[src/hdl/scfm_pkg.sv]
// ----------------------------------------------------------------------------
// scfm_pkg
// Types, constants and CRC helpers shared by the frame master modules.
// ----------------------------------------------------------------------------
package scfm_pkg;

	localparam int FRAME_BITS  = 32;
	localparam int BIT_COUNT_W = 6;

	localparam logic [BIT_COUNT_W-1:0] TX_LAST = BIT_COUNT_W'(FRAME_BITS - 1);
	localparam logic [BIT_COUNT_W-1:0] RX_LAST = BIT_COUNT_W'(2 * FRAME_BITS - 1);

	localparam logic [7:0]  CRC_POLY       = 8'h6C; // 0x5B shifted left by two, low byte
	localparam logic [7:0]  CRC_INIT       = 8'hFC; // 0x3F shifted left by two
	localparam logic [15:0] READ_DUMMY     = 16'h000F;

	localparam logic [1:0] MODE_TICK  = 2'd0;
	localparam logic [1:0] MODE_WRITE = 2'd1;
	localparam logic [1:0] MODE_READ  = 2'd2;

	typedef enum logic [1:0] {
		KIND_NOP,
		KIND_TICK,
		KIND_WRITE,
		KIND_READ
	} scfm_kind_t;

	// One classified request as it travels from the front to the back.
	typedef struct packed {
		scfm_kind_t  kind;
		logic [31:0] frame;
		logic        sdo;
	} scfm_req_t;

	typedef struct packed {
		logic        cs_active;
		logic        sdi;
		logic        frame_end;
		logic        read_valid;
		logic [15:0] read_data;
		logic        rejected;
	} scfm_res_t;

	// Bitwise CRC over the 24 upper frame bits, byte by byte, MSB first.
	// Only evaluated on constants to build the column table and the init term below.
	function automatic logic [5:0] crc_raw(logic [23:0] d, logic [7:0] init);
		logic [7:0] crc;
		crc = init;
		for (int b = 2; b >= 0; b--) begin
			crc ^= d[b*8 +: 8];
			for (int k = 0; k < 8; k++) begin
				if (crc[7]) begin
					crc = {crc[6:0], 1'b0} ^ CRC_POLY;
				end else begin
					crc = {crc[6:0], 1'b0};
				end
			end
		end
		return crc[7:2];
	endfunction

	// The CRC is linear over GF(2): each data bit contributes a fixed column.
	function automatic logic [23:0][5:0] crc_columns();
		logic [23:0][5:0] cols;
		for (int i = 0; i < 24; i++) begin
			cols[i] = crc_raw(24'(1) << i, 8'h00);
		end
		return cols;
	endfunction

	localparam logic [23:0][5:0] CRC_COLS     = crc_columns();
	localparam logic [5:0]       CRC_INIT_CON = crc_raw(24'h000000, CRC_INIT);

endpackage

[src/hdl/spi_crc6_frame_master_top.sv]
// A request accepted into the queue has its result registered by the serial engine once it is popped.
// Throughput: one request per cycle, sustained while out_stall stays low.
// A two-entry queue lets input requests keep flowing while a result waits to be taken.
// Reset (arst_n low, asynchronous) empties the queue and output and leaves the master idle.
// ----------------------------------------------------------------------------
// spi_crc6_frame_master_top
// Serial frame master for a 32-bit register protocol with CRC-6 framing.
// ----------------------------------------------------------------------------
module spi_crc6_frame_master_top (
	input  logic        clk,
	input  logic        arst_n,
	input  logic        in_valid,
	output logic        in_stall,
	input  logic [1:0]  mode,
	input  logic [7:0]  address,
	input  logic [15:0] write_data,
	input  logic        sdo,
	output logic        out_valid,
	input  logic        out_stall,
	output logic        cs_active,
	output logic        sdi,
	output logic        frame_end,
	output logic        read_valid,
	output logic [15:0] read_data,
	output logic        rejected
);
	import scfm_pkg::*;

	scfm_req_t front_req;
	scfm_req_t head;
	scfm_res_t res;
	logic      full;
	logic      not_empty;
	logic      pop;

	assign in_stall = full;

	scfm_front u_front (
		.mode       (mode),
		.address    (address),
		.write_data (write_data),
		.sdo        (sdo),
		.req        (front_req)
	);

	scfm_queue u_queue (
		.clk       (clk),
		.arst_n    (arst_n),
		.push      (in_valid && !full),
		.push_req  (front_req),
		.full      (full),
		.pop       (pop),
		.not_empty (not_empty),
		.head      (head)
	);

	scfm_back u_back (
		.clk         (clk),
		.arst_n      (arst_n),
		.q_not_empty (not_empty),
		.head        (head),
		.pop         (pop),
		.out_valid   (out_valid),
		.out_stall   (out_stall),
		.res         (res)
	);

	assign cs_active  = res.cs_active;
	assign sdi        = res.sdi;
	assign frame_end  = res.frame_end;
	assign read_valid = res.read_valid;
	assign read_data  = res.read_data;
	assign rejected   = res.rejected;

endmodule

[src/hdl/scfm_front.sv]
// ----------------------------------------------------------------------------
// scfm_front
// Classifies each incoming request and builds the outgoing frame with CRC.
// ----------------------------------------------------------------------------
module scfm_front (
	input  logic               [1:0]  mode,
	input  logic               [7:0]  address,
	input  logic               [15:0] write_data,
	input  logic                      sdo,
	output scfm_pkg::scfm_req_t       req
);
	import scfm_pkg::*;

	logic [15:0] data;
	logic [23:0] upper;
	logic [5:0]  crc;

	assign data  = (mode == MODE_READ) ? READ_DUMMY : write_data;
	assign upper = {address, data};

	// Every data bit adds its own column, so the terms are independent.
	always_comb begin
		crc = CRC_INIT_CON;
		for (int i = 0; i < 24; i++) begin
			if (upper[i]) begin
				crc ^= CRC_COLS[i];
			end
		end
	end

	always_comb begin
		unique case (mode)
			MODE_TICK:  req.kind = KIND_TICK;
			MODE_WRITE: req.kind = KIND_WRITE;
			MODE_READ:  req.kind = KIND_READ;
			default:    req.kind = KIND_NOP;
		endcase
		req.frame = {upper, 2'b00, crc};
		req.sdo   = sdo;
	end

endmodule

[src/hdl/scfm_queue.sv]
// ----------------------------------------------------------------------------
// scfm_queue
// Two-entry request queue between the front and the serial engine.
// ----------------------------------------------------------------------------
module scfm_queue (
	input  logic                clk,
	input  logic                arst_n,
	input  logic                push,
	input  scfm_pkg::scfm_req_t push_req,
	output logic                full,
	input  logic                pop,
	output logic                not_empty,
	output scfm_pkg::scfm_req_t head
);
	import scfm_pkg::*;

	scfm_req_t  entry_q [2];
	logic       wr_ptr_q;
	logic       rd_ptr_q;
	logic [1:0] count_q;

	assign full      = (count_q == 2'd2);
	assign not_empty = (count_q != 2'd0);
	assign head      = entry_q[rd_ptr_q];

	always_ff @(posedge clk) begin
		if (push) begin
			entry_q[wr_ptr_q] <= push_req;
		end
	end

	always_ff @(posedge clk or negedge arst_n) begin
		if (!arst_n) begin
			wr_ptr_q <= 1'b0;
			rd_ptr_q <= 1'b0;
			count_q  <= 2'd0;
		end else begin
			if (push) begin
				wr_ptr_q <= ~wr_ptr_q;
			end
			if (pop) begin
				rd_ptr_q <= ~rd_ptr_q;
			end
			if (push && !pop) begin
				count_q <= count_q + 2'd1;
			end else if (pop && !push) begin
				count_q <= count_q - 2'd1;
			end
		end
	end

endmodule

[src/hdl/scfm_back.sv]
// ----------------------------------------------------------------------------
// scfm_back
// Serial engine: runs the frame shifters and registers one result per request.
// ----------------------------------------------------------------------------
module scfm_back (
	input  logic                clk,
	input  logic                arst_n,
	input  logic                q_not_empty,
	input  scfm_pkg::scfm_req_t head,
	output logic                pop,
	output logic                out_valid,
	input  logic                out_stall,
	output scfm_pkg::scfm_res_t res
);
	import scfm_pkg::*;

	logic [31:0]            tx_shift_q, tx_shift_n;
	logic [31:0]            rx_shift_q, rx_shift_n;
	logic [BIT_COUNT_W-1:0] bit_count_q, bit_count_n;
	logic                   busy_q, busy_n;
	logic                   is_read_q, is_read_n;
	logic                   out_valid_q;
	scfm_res_t              res_q, res_n;

	assign pop       = q_not_empty && (!out_valid_q || !out_stall);
	assign out_valid = out_valid_q;
	assign res       = res_q;

	always_comb begin
		tx_shift_n  = tx_shift_q;
		rx_shift_n  = rx_shift_q;
		bit_count_n = bit_count_q;
		busy_n      = busy_q;
		is_read_n   = is_read_q;
		res_n       = '0;
		// The head entry only holds a request while the queue is not empty.
		if (q_not_empty) begin
			unique case (head.kind)
				KIND_WRITE, KIND_READ: begin
					if (busy_q) begin
						res_n.rejected = 1'b1;
					end else begin
						tx_shift_n  = head.frame;
						rx_shift_n  = '0;
						bit_count_n = '0;
						busy_n      = 1'b1;
						is_read_n   = (head.kind == KIND_READ);
					end
				end
				KIND_TICK: begin
					if (busy_q) begin
						res_n.cs_active = 1'b1;
						// The upper half of the count is the receive frame of a read.
						if (!bit_count_q[BIT_COUNT_W-1]) begin
							res_n.sdi  = tx_shift_q[31];
							tx_shift_n = {tx_shift_q[30:0], 1'b0};
							if (bit_count_q == TX_LAST) begin
								res_n.frame_end = 1'b1;
								if (!is_read_q) begin
									busy_n = 1'b0;
								end
							end
						end else begin
							rx_shift_n = {rx_shift_q[30:0], head.sdo};
							if (bit_count_q == RX_LAST) begin
								res_n.frame_end  = 1'b1;
								res_n.read_valid = 1'b1;
								res_n.read_data  = rx_shift_n[23:8];
								busy_n           = 1'b0;
							end
						end
						bit_count_n = busy_n ? BIT_COUNT_W'(bit_count_q + 1'b1) : '0;
					end
				end
				KIND_NOP: begin
				end
			endcase
		end
	end

	always_ff @(posedge clk or negedge arst_n) begin
		if (!arst_n) begin
			tx_shift_q  <= '0;
			rx_shift_q  <= '0;
			bit_count_q <= '0;
			busy_q      <= 1'b0;
			is_read_q   <= 1'b0;
			out_valid_q <= 1'b0;
		end else begin
			if (pop) begin
				tx_shift_q  <= tx_shift_n;
				rx_shift_q  <= rx_shift_n;
				bit_count_q <= bit_count_n;
				busy_q      <= busy_n;
				is_read_q   <= is_read_n;
				out_valid_q <= 1'b1;
			end else if (!out_stall) begin
				out_valid_q <= 1'b0;
			end
		end
	end

	always_ff @(posedge clk) begin
		if (pop) begin
			res_q <= res_n;
		end
	end

endmodule

[config.mk]
export PLATFORM = sky130hd
export DESIGN_NAME = spi_crc6_frame_master_top
export DESIGN_NICKNAME = d
export VERILOG_FILES = /design/src/hdl/scfm_pkg.sv /design/src/hdl/spi_crc6_frame_master_top.sv /design/src/hdl/scfm_front.sv /design/src/hdl/scfm_queue.sv /design/src/hdl/scfm_back.sv
export SDC_FILE = /design/constraint.sdc
export NUM_CORES = 1
export LEC_CHECK = 0
export ABC_CLOCK_PERIOD_IN_PS = 3400
export BUFFER_PORTS_ARGS = -buffer_cell sky130_fd_sc_hd__buf_4
export CAP_MARGIN = 40
export CORE_ASPECT_RATIO = 1.2
export CORE_MARGIN = 10
export CORE_UTILIZATION = 60
export CTS_CLUSTER_DIAMETER = 150
export DETAILED_ROUTE_END_ITERATION = 16
export GPL_ROUTABILITY_DRIVEN = 1
export PLACE_DENSITY_LB_ADDON = 0.08
export RECOVER_POWER = 50
export SETUP_SLACK_MARGIN = 0.2
export SLEW_MARGIN = 20
export SYNTH_ARGS = -nofsm -noshare
export SYNTH_HDL_FRONTEND = slang
export SYNTH_SLANG_ARGS = --single-unit
[constraint.sdc]
create_clock -name clk -period 3.4 [get_ports clk]
set_input_delay 0.17 -clock clk [delete_from_list [all_inputs] [get_ports clk]]
set_output_delay 0.17 -clock clk [all_outputs]
set_load 0.02 [all_outputs]
After elaboration in Yosys (flattened, before gate mapping). Memory sizes are Yosys's and may differ from the RTL's. Cells that the tools add are included. Widths: inputs -> output; s select.

Divide/modulo/power cells: 0. Bitwise operators: 28. Eq/ne operators: 13. Muxes and demuxes: 60. Reductions and logical operators: 26. Magnitude comparators: 0. Multipliers: 0. Shifts and indexed selects: 0. Add/subtract/negate cells: 3.

Operators by type and width (count): $mux 6 (17); $mux 32 (3); $mux 23 (3); $pmux 32 s2 (1); $pmux 23 s2 (1); $not 3->3 (11); $mux 5 (6); $not 4->4 (6); $mux 20 (1); $mux 18 (1); $mux 17 (1); $mux 1 (16); $mux 16 (1); $mux 4 (3); $pmux 6 s2 (1); $reduce_and 6->1 (2); $not 5->5 (2); $reduce_and 5->1 (2); $eq 2x2->1 const B (4); $reduce_and 4->1 (2); $add 6x1->6 const B (1); $eq 6x5->1 const B (1); $eq 6x6->1 const B (1); $ne 2x1->1 const B (3); other kinds (20) (40).

Bits in read-only memories: 0. Bits in writable memories: 66. Word-level logic and storage cells: 146. Memories kept: 1. Latch bits: 0. Flip-flop bits (word level): 89. Output and inout bits: 23. Input port bits: 31.

Memories: u_queue.entry_q (depth 2, width 33, rd ports 1, clocked after memory_dff 0, write ports 1, line scfm_queue.sv:17) `scfm_req_t entry_q [2];`.

Logic depth before layout (Yosys ltp). Gate-level depths: netlist of the first run.

Depth after elaboration: 49. Gate-level depth with buffers: 8. Depth with buffers taken out: 7.

Hierarchy. From an unflattened synthesis of the first run, not the netlist that was laid out.

Cell total of the unflattened synthesis: 505. Area total of the unflattened synthesis: 7304.5 um^2.

Modules (own cells, without submodules): scfm_back (times used 1, cells an instance 288, sequential area each 2232.1 um^2, area an instance 3568.4 um^2); scfm_queue (times used 1, cells an instance 125, sequential area each 2202.1 um^2, area an instance 2865.2 um^2); scfm_front (times used 1, cells an instance 91, sequential area each 0.0 um^2, area an instance 857.1 um^2); spi_crc6_frame_master_top (times used 1, cells an instance 1, sequential area each 0.0 um^2, area an instance 13.8 um^2).

Worst setup path after synthesis of the first run. No wires, ideal clock.

Path kind: register -> register. From: register u_queue.count_q[0]. To: memory u_queue.entry_q[0][0] in the netlist's numbering, enable pin. Data arrival time: 2040 ps. Stages on the path, launching flop included: 4. Required time: 2977 ps. Path slack: 937 ps. Library setup time: 423 ps. Buffers on the path: 0. Path through: dfrtp_1 -> nand2b_1 -> nand2_1 -> nor2_1.

Word-level cells in the longest chain between the ends: 5.

Ends and longest elaborated chain: start: declaration (line scfm_queue.sv:20) `logic [1:0] count_q;`; start signal: assignment (line scfm_queue.sv:45) `count_q <= count_q + 2'd1;`; start signal: assignment (line scfm_queue.sv:47) `count_q <= count_q - 2'd1;`; $eq 2x2->1 (line scfm_queue.sv:22) `assign full = (count_q == 2'd2);`; $logic_not 1->1 (line spi_crc6_frame_master_top.sv:49) `.push (in_valid && !full),`; $logic_and 1x1->1 (line spi_crc6_frame_master_top.sv:49); $mux 1 (line scfm_queue.sv:27) `if (push) begin`; $mux 1 (not written as such) (line scfm_queue.sv:28) `entry_q[wr_ptr_q] <= push_req;`; end: declaration (line scfm_queue.sv:17).

No other way between the ends.

Worst setup path after layout of the first run.
From: register u_queue.rd_ptr_q. To: register u_back.tx_shift_q[18].

Word-level cells in the longest chain between the ends: 5. Elaborated cells on any way between the ends: 12.

Ends and longest elaborated chain: start: declaration (line scfm_queue.sv:19) `logic rd_ptr_q;`; start signal: assignment (line scfm_queue.sv:42) `rd_ptr_q <= ~rd_ptr_q;`; $mem_v2 2x33 (*); $eq 2x2->1 (line scfm_back.sv:38) `unique case (head.kind)`; $reduce_or 2->1 (line scfm_back.sv:38); $ne 2x2->1 (no source line) / $reduce_bool 2->1 (equally long branches); $reduce_and 6->1 (no source line); end signal: assignment (line scfm_back.sv:91) `tx_shift_q <= tx_shift_n;`; end: declaration (line scfm_back.sv:17) `logic [31:0] tx_shift_q, tx_shift_n;`.

Every way passes the cells marked *; elsewhere a longest branch is shown, timed or not. The select of a mux whose other input is x is not followed. A chain may end at the register's enable or synchronous reset.

==> results of run 1 <==
## worst max-delay path: stages, from the launching register on
cell and delay [ns]:
dfrtp_1 0.81, mux2i_1 0.28, or2_1 0.35, a21oi_4 0.46, buf_4 0.33, mux2_1 0.35
## final cells by class
type                            count  area [µm²]  area share (%)
Sequential cell                   155        4314           52.43
Multi-Input combinational cell    319        2556           31.06
Timing Repair Buffer               77       475.5           5.778
Clock buffer                       18       429.2           5.215
Tap cell                          157       196.4           2.387
Clock inverter                     14       133.9           1.627
Inverter                           33       123.9           1.505
## power by group through the flow
stage	registers (µW)	logic (µW)	clock network, µW
after floorplan	3040	1380	0
after global placement	3010	1950	0
after detailed placement	3030	2030	0
after CTS	3000	2060	1810
after global routing	3070	2150	1890
final	3010	1940	1790
## state kept, by name (all words and copies together), names as in the netlist
signal              cells
u_back.out_valid        1
u_back.res             21
u_queue.count_q         2
u_queue.rd_ptr_q        1
u_back.is_read_q        1
u_back.busy_q           1
u_queue.entry_q        66
u_back.rx_shift_q      23
u_back.bit_count_q      6
u_back.tx_shift_q      32
u_queue.wr_ptr_q        1
## worst min-delay path by stage
stage          slack [ns]          start                                 to  cells past startpoint
2_1_floorplan       -0.13         arst_n  u_back.bit_count_q[0]$_DFFE_PN0P_                      0
3_3_place_gp         0.33         arst_n  u_back.bit_count_q[5]$_DFFE_PN0P_                      1
3_5_place_dp         0.08         arst_n       u_back.out_valid$_DFFE_PN0P_                      1
4_1_cts              0.04  write_data[0]    u_queue.entry_q[1][7]$_DFFE_PP_                      2
5_1_grt              0.06  write_data[0]    u_queue.entry_q[1][7]$_DFFE_PP_                      2
6_report             0.06  write_data[0]    u_queue.entry_q[1][7]$_DFFE_PP_                      2
## kinds of logic after synthesis
logic type / after synthesis
compound gates: 86
xor+xnor: 47
fa+ha+maj: 5
buf+inv: 59
flops: 155
mux: 76
simple gates: 105
## through the flow
stage	area (µm²)	hold WS [ns]
floorplan	7118	-0.1256
global placement	7657	0.3321
detailed placement	7707	0.07698
finish	8229	0.05546
CTS	8381	0.04170
global route	8229	0.05935
## layer usage
metal | vias up | wire length [µm]
li1 | 2068 | -
met1 | 2136 | 5715
met2 | 121 | 6968
met3 | 14 | 740
met4 | 0 | 193
met5 | - | 0
## what timing repair did
| item | 4_1_cts | 5_1_grt |
|---|---|---|
| hold endpoints to repair | 87 | 0 |
| gates resized for setup | 0 | 0 |
| hold buffers | 11 | 0 |
## layout by cell type, fill, tap and decap left out, types with 2 or more instances in the layout
cell type	count
nor2b_1	15
inv_1	33
clkinvlp_4	3
nor4_1	2
nor2_1	14
o21ai_0	21
a21oi_1	31
nand2b_1	5
a221oi_1	2
nand3_1	16
dlygate4sd3_1	11
xnor2_1	29
mux2_2	3
ha_1	5
and3_1	2
o2bb2ai_1	2
buf_4	27
a22o_1	15
o211ai_1	2
edfxtp_1	87
dfrtp_1	68
or2_2	4
xor3_1	4
inv_6	5
o22ai_1	2
clkbuf_1	37
clkbuf_16	17
xnor3_1	5
nor3_1	4
and2_1	17
o21ai_2	2
nand2_1	15
nand4_1	2
mux2i_1	58
mux2_1	15
xor2_1	9
clkinv_4	2
==> results.sh, run 1 <==
export IMPL_min_period_ns=2.716
export IMPL_reg2reg_to="u_back.tx_shift_q[18]$_DFFE_PN0P_"
export IMPL_num_rows=43
export IMPL_drt_iter0_drc=380
export IMPL_path_class="flip-flop to flip-flop"
export IMPL_synth_mux_area_share_pct=11.00
export IMPL_startpoint_type="flip-flop"
export IMPL_setup_violations=0
export IMPL_synth_top_family_by_area="multiplexers"
export IMPL_r2r_start="u_queue.rd_ptr_q$_DFFE_PN0P_"
export IMPL_rsz0062_at_grt="no"
export IMPL_clk_latency_ns=0.42
export IMPL_grt_max_degree=50
export IMPL_syn_area_um2=7118
export IMPL_p_int_uw=4496
export IMPL_fmax_mhz=368.2
export IMPL_leakage_uw=0.003402
export IMPL_diodes=0
export IMPL_vias=4339
export IMPL_ant_nets=0
export IMPL_area_growth_pct=15.61
export IMPL_switching_share_pct=33.27
export IMPL_grt_pass1_vias=4513
export IMPL_yosysWarnings=0
export IMPL_worst_setup_path_endpoint="u_back.tx_shift_q[18]$_DFFE_PN0P_"
export IMPL_ff2ff_setup_slack_ns=0.68
export IMPL_die_width_um=119.4
export IMPL_grt_met3_usage_pct=4.775
export IMPL_wire_per_inst_um=17.62
export IMPL_worst_clock_skew_ns=0.01153
export IMPL_fill_cells=812
export IMPL_clkPwrFrac_pct=26.5
export IMPL_clockRootBuffer="clkbuf_16"
export IMPL_drc_errors=0
export IMPL_synth_cell_type_count=52
export IMPL_drive_above_1_share_pct=12.50
export IMPL_postSynth_asyncResetShare_pct=43.87
export IMPL_clk_path_buf_depth=2
export IMPL_power_frac_seq_pct=44.6
export IMPL_synthCells=533
export IMPL_synth_simple_area_share_pct=8.420
export IMPL_tns_ns=0
export IMPL_violations="capacitance limit, slew limit"
export IMPL_synth_nets=569
export IMPL_critPathMaxFanout=15
export IMPL_clkSinkCount=155
export IMPL_place_inst=729
export IMPL_yosys_top_cells_count="87 x edfxtp_1, 68 x dfrtp_1, 58 x mux2i_1"
export IMPL_reg2reg_depth=5
export IMPL_hold_violations=0
export IMPL_numCtsBuffers=17
export IMPL_die_h_um=139.3
export IMPL_pin_count=54
export IMPL_p_sw_uw=2242
export IMPL_synthXorXnorAreaFrac_pct=7.594
export IMPL_slew_headroom_pct=-31.74
export IMPL_yosys_area_top_type_share_pct=36.70
export IMPL_place_ws_ns=0.9394
export IMPL_grt_use_met1_pct=19.78
export IMPL_synth_edf_count=87
export IMPL_power_density_nw_per_um2=818.7
export IMPL_grt_pass1_wl_um=22690
export IMPL_port_buffers=53
export IMPL_nets=639
export IMPL_synthAdderAreaFrac_pct=0.8789
export IMPL_busiest_layer="met2"
export IMPL_wirelength_um=13620
export IMPL_setup_ws_ns=0.6844
export IMPL_first_pass_iters=5
export IMPL_synthFlopType="edfxtp_1"
export IMPL_die_area_um2=16640
export IMPL_viasPerCell=5.613
export IMPL_worstPathArrival_ns=3.01
export IMPL_hp_class="input pin to flip-flop"
export IMPL_synth_area_top_cells="edfxtp_1 37%, dfrtp_1 24%, mux2i_1 8.2%"
export IMPL_combPwrFrac_pct=28.8
export IMPL_synth_compound_area_share_pct=7.875
export IMPL_cts_htree_levels=4
export IMPL_final_cells=773
export IMPL_gr_total_overflow=0
export IMPL_yosysSeqAreaShare_pct=60.61
export IMPL_peakVddDrop_uv=366.3
export IMPL_maxCapViolations=1
export IMPL_worst_pin_slew_ns=1.976
export IMPL_cts_tree="yes"
export IMPL_grt_usage_pct=16.93
export IMPL_postLayoutCoreUtil_pct=71.14
export IMPL_run_status="finished, violations left"
export IMPL_cts_setup_buffers=0
export IMPL_avgSynthCellArea_um2=13.35
export IMPL_yosysMostFrequentCell="edfxtp_1"
export IMPL_cp_required_ns=3.69
export IMPL_path_clk_slew_ns=0.06
export IMPL_endpoint_kind="flip-flop"
export IMPL_cp_startpoint="u_queue.rd_ptr_q$_DFFE_PN0P_"
export IMPL_total_power_uw=6737
export IMPL_start_util_pct=61.54
export IMPL_antenna_found_initial=0
export IMPL_slew_violations=34
export IMPL_met2_usage_pct=28.75
export IMPL_yosys_area_top_type="edfxtp_1"
export IMPL_core_um2=11570
export IMPL_place_congestion=0.8415
export IMPL_ys_seq_elements=155
export IMPL_timing_final_crit_share_pct=79.87
export IMPL_dpl_hpwl_um=9295
(Power assumes the default switching activity.)
==> run 2, diff against run 1 <==
--- a/config.mk
+++ b/config.mk
@@ -5,7 +5,8 @@
 export SDC_FILE = /design/constraint.sdc
 export NUM_CORES = 1
 export LEC_CHECK = 0
-export ABC_CLOCK_PERIOD_IN_PS = 3400
+export ABC_AREA = 1
+export ABC_CLOCK_PERIOD_IN_PS = 2700
 export BUFFER_PORTS_ARGS = -buffer_cell sky130_fd_sc_hd__buf_4
 export CAP_MARGIN = 40
 export CORE_ASPECT_RATIO = 1.2
==> constraint.sdc (replaced) <==
create_clock -name clk -period 2.7 [get_ports clk]
set_input_delay 0.135 -clock clk [delete_from_list [all_inputs] [get_ports clk]]
set_output_delay 0.135 -clock clk [all_outputs]
set_load 0.02 [all_outputs]
==> run 2 against run 1 <==
  * Total power increased by 21%
  * Maximum frequency is 20% higher
  * Largest power group unchanged
  * The flow now finishes without violations
  * Combinational power grew 28%
==> results.sh, run 2 <==
export IMPL_clk_latency_ns=0.41
export IMPL_synth_mux_area_share_pct=0
export IMPL_path_clk_slew_ns=0.06
export IMPL_viasPerCell=5.208
export IMPL_multi_input_area_um2=2554
export IMPL_crit_top_cell="nand2_1"
export IMPL_yosys_top_cells_count="361 x nand2_1, 87 x edfxtp_1, 80 x inv_1"
export IMPL_synth_nets=879
export IMPL_clockRootBuffer="clkbuf_16"
export IMPL_synth_top_family_by_area="simple AND/OR/NAND/NOR gates"
export IMPL_hold_violations=0
export IMPL_maxCapViolations=0
export IMPL_synthCells=843
export IMPL_slew_violations=0
export IMPL_ant_nets=0
export IMPL_path_class="flip-flop to flip-flop"
export IMPL_die_h_um=141.0
export IMPL_tns_ns=0
export IMPL_yosysWarnings=0
export IMPL_min_period_ns=2.271
export IMPL_timing_final_crit_share_pct=84.11
export IMPL_drc_errors=0
export IMPL_path_delay_family="simple AND/OR/NAND/NOR gates"
export IMPL_first_pass_iters=5
export IMPL_syn_area_um2=7317
export IMPL_yosysMostFrequentCell="nand2_1"
export IMPL_core_um2=12000
export IMPL_critPathMaxFanout=17
export IMPL_place_ws_ns=0.5491
export IMPL_num_rows=44
export IMPL_synthFlopType="edfxtp_1"
export IMPL_wire_per_inst_um=14.57
export IMPL_nets=946
export IMPL_cts_setup_buffers=0
export IMPL_place_congestion=0.9160
export IMPL_yosys_area_top_type="edfxtp_1"
export IMPL_synth_cell_type_count=33
export IMPL_cts_hold_buf=10
export IMPL_synth_compound_area_share_pct=5.506
export IMPL_dpl_hpwl_um=11270
export IMPL_place_area_um2=7903
export IMPL_gr_total_overflow=0
export IMPL_leakage_uw=0.003923
export IMPL_die_width_um=120.8
export IMPL_timing_critical_path_buf_inv=2
export IMPL_cts_htree_levels=4
export IMPL_ff_latch_area_um2=4314
export IMPL_reg_top3="u_queue.entry_q x66, u_back.tx_shift_q x32, u_back.rx_shift_q x23"
export IMPL_rsz0062_at_grt="no"
export IMPL_worstPathArrival_ns=2.57
export IMPL_cts_tree="yes"
export IMPL_startpoint_type="flip-flop"
export IMPL_hp_class="input pin to flip-flop"
export IMPL_ys_seq_elements=155
export IMPL_reg2reg_to="u_back.tx_shift_q[13]$_DFFE_PN0P_"
export IMPL_worst_clock_skew_ns=0.009318
export IMPL_largest_register_ffs=66
export IMPL_avgSynthCellArea_um2=8.680
export IMPL_final_common_cell="nand2_1"
export IMPL_endpoint_kind="flip-flop"
export IMPL_port_buffers=53
export IMPL_vias=5645
export IMPL_run_status="finished clean"
export IMPL_stdcell_area_um2=8399
export IMPL_ff2ff_setup_slack_ns=0.43
export IMPL_antenna_found_initial=0
export IMPL_yosys_area_top_type_share_pct=35.70
export IMPL_synthAdderAreaFrac_pct=0.8550
export IMPL_start_util_pct=60.97
export IMPL_synthXorXnorAreaFrac_pct=2.514
export IMPL_clk_path_buf_depth=2
export IMPL_diodes=0
export IMPL_postSynth_asyncResetShare_pct=43.87
export IMPL_setup_violations=0
export IMPL_cp_required_ns=3.00
export IMPL_grt_max_degree=59
export IMPL_worst_pin_slew_ns=1.358
export IMPL_post_cts_resized=0
export IMPL_top_register="u_queue.entry_q"
export IMPL_pin_count=54
export IMPL_slowest_delay_ns=0.60
export IMPL_postLayoutCoreUtil_pct=69.99
export IMPL_setup_ws_ns=0.4291
export IMPL_clkSinkCount=155
export IMPL_drt_iter0_drc=416
export IMPL_area_growth_pct=14.79
export IMPL_yosysSeqAreaShare_pct=58.96
export IMPL_path_cells="nand2_1 -> o21ai_4 -> nand2_1 -> nand2_1 -> nand3_1 -> nor2_1 -> inv_1 -> buf_8 -> nand2_1 -> nand2_1"
export IMPL_worst_path_max_delay_cell="dfrtp_1"
export IMPL_die_area_um2=17030
export IMPL_synth_area_top_cells="edfxtp_1 36%, dfrtp_1 23%, nand2_1 19%"
export IMPL_power_density_nw_per_um2=973.5
export IMPL_numCtsBuffers=17
export IMPL_slew_headroom_pct=9.468
export IMPL_grt_pass1_vias=5473
export IMPL_drive_above_1_share_pct=7.151
export IMPL_fmax_mhz=440.4
export IMPL_wirelength_um=15790
export IMPL_synth_simple_area_share_pct=26.04
export IMPL_fill_cells=948
export IMPL_peakVddDrop_uv=474.1
export IMPL_grt_usage_pct=19.01
export IMPL_synth_edf_count=87
export IMPL_r2r_start="u_queue.rd_ptr_q$_DFFE_PN0P_"
export IMPL_total_power_uw=8177
export IMPL_final_cell_mix="362 x nand2_1, 87 x edfxtp_1, 80 x inv_1"
export IMPL_reg2reg_depth=10
export IMPL_path_depth=10
export IMPL_cp_startpoint="u_queue.rd_ptr_q$_DFFE_PN0P_"
export IMPL_worst_setup_path_endpoint="u_back.tx_shift_q[13]$_DFFE_PN0P_"
export IMPL_grt_pass1_wl_um=25850
[run 2: worst min path at each step]
| stage | cells after the start | endpoint | slack (ns) | start |
|---|---|---|---|---|
| 6_report | 3 | u_queue.entry_q[0][9]$_DFFE_PP_ | 0.06 | write_data[2] |
| 5_1_grt | 3 | u_queue.entry_q[1][9]$_DFFE_PP_ | 0.07 | write_data[2] |
| 4_1_cts | 1 | u_queue.entry_q[0][29]$_DFFE_PP_ | 0.0007 | address[6] |
| 3_5_place_dp | 1 | u_back.bit_count_q[0]$_DFFE_PN0P_ | 0.06 | arst_n |
| 3_3_place_gp | 1 | u_back.bit_count_q[1]$_DFFE_PN0P_ | 0.29 | arst_n |
| 2_1_floorplan | 0 | u_back.bit_count_q[0]$_DFFE_PN0P_ | -0.16 | arst_n |
[run 2: logic make-up (layout without fill, tap and decap cells)]
kind of cell,after synthesis,after routing
xor gates and xnor gates,21,21
DFF,155,155
AOI/OAI and AO/OA,69,69
and+or+nand+nor,482,482
adders and majority gates,5,5
buffers and inverters,111,191
[run 2: area by class of cell]
type | instances | area share, %
clock buffer | 19 | 5.154
inverter | 83 | 3.709
multi-input combinational | 577 | 30.40
tap | 161 | 2.398
sequential | 155 | 51.36
clock inverter | 13 | 1.207
timing repair buffer | 76 | 5.765
[run 2: power breakdown]
part	internal (µW)	total, µW	switching [µW]
clock	1250	2150	898
sequential	3250	3540	291
combinational	737	2490	1750
[run 2: layer usage]
metal | GRT usage (%) | part of all wire [%] | wire, µm | up-vias
met4 | 7.125 | 2.1 | 332 | 0
li1 | - | - | - | 2833
met2 | 33.66 | 51 | 8095 | 152
met3 | 5.753 | 5.4 | 856 | 26
met1 | 20.85 | 41 | 6505 | 2634
met5 | 0 | 0 | 0 | -
[run 2: worst min-delay path, delay by kind of cell]
| family | cells | cell delay (ns) |
|---|---|---|
| buffers and inverters | 2 | 0.12 |
| and+or+nand+nor | 1 | 0.09 |
[run 2: metrics by stage]
step | std cells | hold slack (ns)
6_report | 1084 | 0.05834
5_1_grt | 1084 | 0.06677
4_1_cts | 1083 | 0.0007418
3_5_place_dp | 1041 | 0.05869
3_3_place_gp | 1039 | 0.2939
2_1_floorplan | 843 | -0.1606
